[src/rtl/core/gws_pkg.sv]
// Types and constants of the grid word search block.
// Used by the stream interfaces, all RTL modules and the checker.
`timescale 1ns / 1ps

package gws_pkg;

  // Configuration port
  localparam int CFG_ADDR_W = 3;
  localparam int CFG_DATA_W = 32;
  localparam int GSZ_W      = 6;
  localparam logic [GSZ_W-1:0] GRID_SIZE_RST = 6'd32;

  // Input function codes
  localparam logic FUNC_CELL = 1'b0;
  localparam logic FUNC_WORD = 1'b1;

  // Reported direction codes
  localparam logic [1:0] DIR_HORZ = 2'd0;
  localparam logic [1:0] DIR_VERT = 2'd1;
  localparam logic [1:0] DIR_DIAG = 2'd2;

  // Operations queued from the front end to the search engine
  localparam logic [1:0] OP_GRID   = 2'd0;  // write one grid cell
  localparam logic [1:0] OP_WORD   = 2'd1;  // store one word character
  localparam logic [1:0] OP_SEARCH = 2'd2;  // store last character, then search
  localparam logic [1:0] OP_MISS   = 2'd3;  // last character out of range: not found

  typedef struct packed {
    logic       func;
    logic [4:0] cell_row;
    logic [4:0] cell_col;
    logic [7:0] symbol;
    logic [4:0] word_pos;
    logic       word_end;
  } gws_req_t;

  typedef struct packed {
    logic       found;
    logic [4:0] hit_row;
    logic [4:0] hit_col;
    logic [1:0] direction;
  } gws_rsp_t;

  typedef struct packed {
    logic [1:0] op;
    logic [4:0] row;
    logic [4:0] col;
    logic [7:0] symbol;
    logic [4:0] pos;
  } gws_q_t;

endpackage

[src/rtl/core/gws_if.sv]
// Valid/ready stream interfaces for requests and results.
// Depends on gws_pkg for the payload types.
`timescale 1ns / 1ps

interface gws_req_if;
  logic              valid;
  logic              ready;
  gws_pkg::gws_req_t data;

  modport source (output valid, output data, input ready);
  modport sink   (input valid, input data, output ready);
endinterface


[src/rtl/core/gws_front.sv]
// Front end: accepts requests, sorts them into engine operations and
// queues them in a two-entry FIFO. Depends on gws_pkg and gws_if.
`timescale 1ns / 1ps

module gws_front #(
  parameter int GRID_MAX = 32,
  parameter int WORD_MAX = 32
) (
  input  logic            clk,
  input  logic            rst,
  gws_req_if.sink         req,
  output logic            q_valid,
  output gws_pkg::gws_q_t q_entry,
  input  logic            q_ready
);
  import gws_pkg::*;

  localparam int unsigned GRID_LIM = GRID_MAX;
  localparam int unsigned WORD_LIM = WORD_MAX;

  gws_q_t     slot [2];
  gws_q_t     entry;
  logic       wr_ptr;
  logic       rd_ptr;
  logic [1:0] count;
  logic       keep;
  logic       push;
  logic       pop;
  logic       cell_ok;
  logic       pos_ok;

  assign cell_ok = (32'(req.data.cell_row) < GRID_LIM) && (32'(req.data.cell_col) < GRID_LIM);
  assign pos_ok  = 32'(req.data.word_pos) < WORD_LIM;

  always_comb begin
    entry.row    = req.data.cell_row;
    entry.col    = req.data.cell_col;
    entry.symbol = req.data.symbol;
    entry.pos    = req.data.word_pos;
    if (req.data.func == FUNC_CELL) begin
      entry.op = OP_GRID;
      keep     = cell_ok;
    end else if (!req.data.word_end) begin
      entry.op = OP_WORD;
      keep     = pos_ok;
    end else begin
      entry.op = pos_ok ? OP_SEARCH : OP_MISS;
      keep     = 1'b1;
    end
  end

  assign req.ready = (count != 2'd2);
  assign push      = req.valid && req.ready && keep;
  assign q_valid   = (count != 2'd0);
  assign q_entry   = slot[rd_ptr];
  assign pop       = q_valid && q_ready;

  always_ff @(posedge clk) begin
    if (rst) begin
      wr_ptr <= 1'b0;
      rd_ptr <= 1'b0;
      count  <= 2'd0;
    end else begin
      if (push) begin
        wr_ptr <= ~wr_ptr;
      end
      if (pop) begin
        rd_ptr <= ~rd_ptr;
      end
      count <= count + 2'(push) - 2'(pop);
    end
  end

  always_ff @(posedge clk) begin
    if (push) begin
      slot[wr_ptr] <= entry;
    end
  end

endmodule

[src/flat_wrapper.sv]
// flat-port wrapper written by rule: the top's interface ports become plain ports
module gws_front_flat import gws_pkg::*;
#(
  parameter int GRID_MAX = 32,
  parameter int WORD_MAX = 32
)
  (clk, rst, q_valid, q_entry, q_ready, req_valid, req_data, req_ready);
  gws_req_if req_i ();
  input  logic clk;
  input  logic rst;
  output logic q_valid;
  output gws_pkg::gws_q_t q_entry;
  input  logic q_ready;
  input wire logic [$bits(req_i.valid)-1:0] req_valid;
  input wire logic [$bits(req_i.data)-1:0] req_data;
  output wire logic [$bits(req_i.ready)-1:0] req_ready;
  assign req_i.valid = req_valid;
  assign req_i.data = req_data;
  assign req_ready = req_i.ready;
  gws_front #(.GRID_MAX(GRID_MAX), .WORD_MAX(WORD_MAX)) u_core (.clk(clk), .rst(rst), .req(req_i), .q_valid(q_valid), .q_entry(q_entry), .q_ready(q_ready));
endmodule
[config.mk]
export PLATFORM = sky130hd
export DESIGN_NAME = gws_front_flat
export DESIGN_NICKNAME = d
export VERILOG_FILES = /design/src/rtl/core/gws_pkg.sv /design/src/rtl/core/gws_if.sv /design/src/rtl/core/gws_front.sv /design/src/flat_wrapper.sv
export SDC_FILE = /design/constraint.sdc
export NUM_CORES = 1
export LEC_CHECK = 0
export BUFFER_PORTS_ARGS = -buffer_cell sky130_fd_sc_hd__buf_4
export CORE_ASPECT_RATIO = 0.5
export CORE_MARGIN = 5
export CORE_UTILIZATION = 50
export DETAILED_ROUTE_END_ITERATION = 12
export PLACE_DENSITY = 0.76
export SLEW_MARGIN = 20
export SYNTH_ARGS = -nofsm -noshare
export SYNTH_HDL_FRONTEND = slang
export SYNTH_SLANG_ARGS = --single-unit
[constraint.sdc]
create_clock -name clk -period 4.8 [get_ports clk]
set_input_delay 0.24 -clock clk [delete_from_list [all_inputs] [get_ports clk]]
set_output_delay 0.24 -clock clk [all_outputs]
set_load 0.01 [all_outputs]
# [Yosys cells after proc, flatten, opt, wreduce, memory -nomap -nowiden]
# Memories as Yosys holds them, arrays and structs flattened. A register that Yosys moved wholly into a read port is not among the register bits.
# Index checks and enable logic that the tools add are counted.
[word_totals] n_memories=1 output_inout_bits=27 mem_bits_rw=50 ff_bits=4 inputBits=29 elab_cells=18
[memory_table] name="u_core.slot" depth=2 word_bits=25 read_ports=1 rd_ports_with_merged_regs=1 wr=1 line_no="gws_front.sv:21" source="gws_q_t slot [2];"
[classes] add_sub_neg=2 bitwise=2 eq_ne=1 muxes=6 reduce_logical=3
[ops] cell="2-to-1 mux 1 bit" n=4
[ops] cell="2-to-1 mux 2 bit" n=2
[ops] cell="adder 2 x 1 -> 2 bit" n=1
[ops] cell="logical AND 1 bit" n=2
[ops] cell="!= test 2 bit (second input constant)" n=1
[ops] cell="inverter 1 bit" n=2
[ops] cell="nonzero test 2 bit" n=1
[ops] cell="subtractor 2 x 1 -> 2 bit" n=1

# [Longest topological paths before layout]
[logic_depth] word_depth=4 ltp_mapped=7 ltp_nobuf=7

# [Least setup slack after synthesis]
# No wires, ideal clock.
[synth_path] path_type="flip-flop to flip-flop" from="reg u_core.count[0]" to="mem u_core.slot[0][0] (netlist bit) (enable)" setup_time_ns=0.410 setup_slack_ns=2.519 stages_incl_launch_ff=4 required_ns=4.390 arrival_time_ns=1.872 synth_period_minus_slack_ns=2.281 n_path_buf=0 cell_sequence="dfxtp_1 nand2b_1 and2_4 nor2b_1"
[synth_between] elab_chain_len=4
[synth_lines] item="start: declaration" line_no="gws_front.sv:25" source="logic [1:0] count;"
[synth_lines] item="start signal: assignment" line_no="gws_front.sv:70" source="count <= count + 2'(push) - 2'(pop);"
[synth_lines] item="!= test 2 bit" line_no="gws_front.sv:52" source="assign req.ready = (count != 2'd2);"
[synth_lines] item="via req_ready" line_no="flat_wrapper.sv:16" source="output wire logic [$bits(req_i.ready)-1:0] req_ready;"
[synth_lines] item="logical AND 1 bit" line_no="gws_front.sv:53" source="assign push = req.valid && req.ready && keep;"
[synth_lines] item="via u_core.push" line_no="gws_front.sv:27" source="logic push;"
[synth_lines] item="2-to-1 mux 1 bit" line_no="gws_front.sv:75" source="if (push) begin"
[synth_lines] item="2-to-1 mux 1 bit (implied by the code)" line_no="gws_front.sv:76" source="slot[wr_ptr] <= entry;"
[synth_lines] item="end: declaration" line_no="gws_front.sv:21"
# The timed path passes the listed nets, and every way through them passes these cells.

==> flow_metrics.env <==
export IMPL_core_sq_um=4020
export IMPL_grt_pass1_vias=1149
export IMPL_critical_path_class="reg2out"
export IMPL_drive_gt1_share_pct=52.4
export IMPL_ir_worst_vdd_v=0.000279
export IMPL_skew_ns=0.00217
export IMPL_io_buffers=55
export IMPL_post_route_min_period_ns=1.93
export IMPL_crit_arrival_ns=1.69
export IMPL_worst_pin_slew_ns=0.785
export IMPL_die_height_microns=56.3
export IMPL_setup_tns_ns=0
export IMPL_ctsResizeCount=0
export IMPL_cts_sinks=55
export IMPL_post_route_period_util_pct=40.2
export IMPL_grt_remaining_overflow=0
export IMPL_dp_hpwl_mm=2.25
export IMPL_hold_buffers=0
export IMPL_setup_viol=0
export IMPL_synthCells=106
export IMPL_hold_viol_final=0
export IMPL_critPathCaptureType="output pin"
export IMPL_clock_path_buffers=2
export IMPL_synth_nets=137
export IMPL_max_stage_delay_ns=0.85
export IMPL_yosys_warnings=0
export IMPL_hp_class="in2reg"
export IMPL_worstSetupStartpointType="flop"
export IMPL_drtIter0Drc=52
export IMPL_required_ns=4.56
export IMPL_numCtsBuffers=5
export IMPL_post_cts_setup_buffers=0
export IMPL_fin_nets=197
export IMPL_use_met2_pct=21.0
export IMPL_mostFrequentLayoutCells="56 x buf_4, 50 x edfxtp_1, 20 x mux2_4, 5 x mux2_1, 5 x clkbuf_8"
export IMPL_drtAntennaViolNets=0
export IMPL_die_area_sq_um=5770
export IMPL_h_tree_depth=2
export IMPL_pin_count=56
export IMPL_grt_util_met1_pct=13.3
export IMPL_use_met3_pct=5.81
export IMPL_ys_ff_latch=55
export IMPL_die_w_microns=103
export IMPL_setup_ws_ns=2.87
export IMPL_mostFrequentLayoutCell="buf_4"
export IMPL_slew_headroom_pct=47.7
export IMPL_firstDrtPassIters=4
export IMPL_routed_via_density=4.76
export IMPL_track_usage_pct=12.5
export IMPL_num_vias=1048
export IMPL_grt_max_degree=26
export IMPL_wl_mm=3.21
export IMPL_routedWlPerCell_microns=14.6
export IMPL_seq_area_frac_synth_pct=74.8
export IMPL_clk_pin_slew_ns=0.08
export IMPL_critical_path_max_fanout=25
export IMPL_clk_latency_ns=0.30
export IMPL_synth_cell_types=19
export IMPL_top_usage_layer="met2"
export IMPL_leakagePower_nw=1.06
export IMPL_syn_area_sq_um=2140
export IMPL_avgSynthCellArea_sq_um=20.2
export IMPL_initial_core_util_pct=53.2
export IMPL_status="complete, no violations"
export IMPL_cts_root_buf="clkbuf_8"
export IMPL_syn_to_final_growth_pct=25.1
export IMPL_dp_slack_ns=2.88
export IMPL_drv_cap=0
export IMPL_path_cells="mux2_1, buf_4"
export IMPL_p_per_area_nw_per_um2=487
export IMPL_grt_antenna_before_repair=0
export IMPL_place_gp_congestion=0.760
export IMPL_clock_fmax_mhz=518
export IMPL_cpMaxStageDelayCell="dfxtp_2"
export IMPL_drv_slew=0
export IMPL_drc=0
export IMPL_rows=16
export IMPL_grt_pass1_wl_mm=5.26
export IMPL_cts_tree="built"
export IMPL_rsz0062_at_grt="false"
export IMPL_diodes=0
[report_power, final]
| part | internal, mW | leakage, nW | switching, mW |
|---|---|---|---|
| Combinational | 0.251 | 0.509 | 0.152 |
| Sequential | 0.610 | 0.509 | 0.0619 |
| Clock | 0.0973 | 0.0414 | 0.132 |
[registers in the layout, indices dropped and copies added, names as in the netlist, named ones only]
register / cells
u_core.wr_ptr: 1
u_core.count: 2
u_core.rd_ptr: 1
u_core.slot: 50
[stage by stage]
| stage | cells | util [%] | power (mW) | hold slack, ns | cell area [sq um] |
|---|---|---|---|---|---|
| 2_1_floorplan | 106 | - | 0.930 | 0.312 | 2140 |
| 3_3_place_gp | 213 | 64.6 | 1.09 | 0.426 | 2600 |
| 3_5_place_dp | 213 | 64.6 | 1.10 | 0.428 | 2600 |
| 4_1_cts | 220 | 66.5 | 1.32 | 0.110 | 2680 |
| 5_1_grt | 220 | 66.6 | 1.38 | 0.0870 | 2680 |
| 6_report | 220 | 66.6 | 1.30 | 0.118 | 2680 |
[synthesized netlist by cell type]
cell | number | area share (%)
o21ai_1 | 1 | 0.23
dfxtp_1 | 5 | 4.7
nor2b_1 | 3 | 0.88
nand2b_1 | 2 | 0.58
inv_1 | 2 | 0.35
ha_1 | 2 | 1.2
mux2_1 | 5 | 2.6
edfxtp_1 | 50 | 70
or2_2 | 1 | 0.29
nor2_1 | 4 | 0.70
mux2_4 | 20 | 14
xnor2_1 | 2 | 0.82
nand3_1 | 1 | 0.23
and2_4 | 1 | 0.41
xor2_1 | 1 | 0.41
buf_6 | 3 | 1.6
and2_1 | 1 | 0.29
and3_1 | 1 | 0.29
o21a_1 | 1 | 0.35
[final timing paths]
path | from | to | slack (ns) | depth (start not counted)
hold reg to reg | u_core.rd_ptr | flop | 0.53 | 2
setup reg to reg | u_core.count[0] | u_core.slot[0][0] | 3.16 | 4
setup / recovery | flop | q_entry[1] | 2.87 | 2
hold / removal | req_data[11] | u_core.slot[0][10] | 0.12 | 1
[routing by layer]
layer	vias to the layer above	part of all wire, %
met4	0	0.84
met1	498	39
li1	513	-
met2	33	54
met5	-	0
met3	4	6.6
[area by class of cell]
class	instances	area, sq um
multi-input cells	46	503
well taps	54	67.6
flip-flops and latches	55	1600
repair buffers	56	420
clock inverters	2	8.76
clock buffers	5	68.8
fillers	282	1350
inverters	2	7.51
[worst max-delay path, delay by kind of cell (launching register included)]
family	cells	cell delay, ns
buffers and inverters	1	0.15
DFF	1	0.85
muxes	1	0.39
[logic make-up after synthesis]
| kind of cell | count (synthesis) | share of synthesized area [%] |
|---|---|---|
| buffers and inverters | 5 | 1.93 |
| adder cells (fa/ha/maj) | 2 | 1.17 |
| AO/OA/AOI/OAI | 2 | 0.584 |
| XOR/XNOR | 3 | 1.23 |
| flip-flops | 55 | 74.8 |
| multiplexers | 25 | 16.6 |
| AND/OR/NAND/NOR | 14 | 3.68 |
No activity file was read; power rests on OpenSTA's default activity.
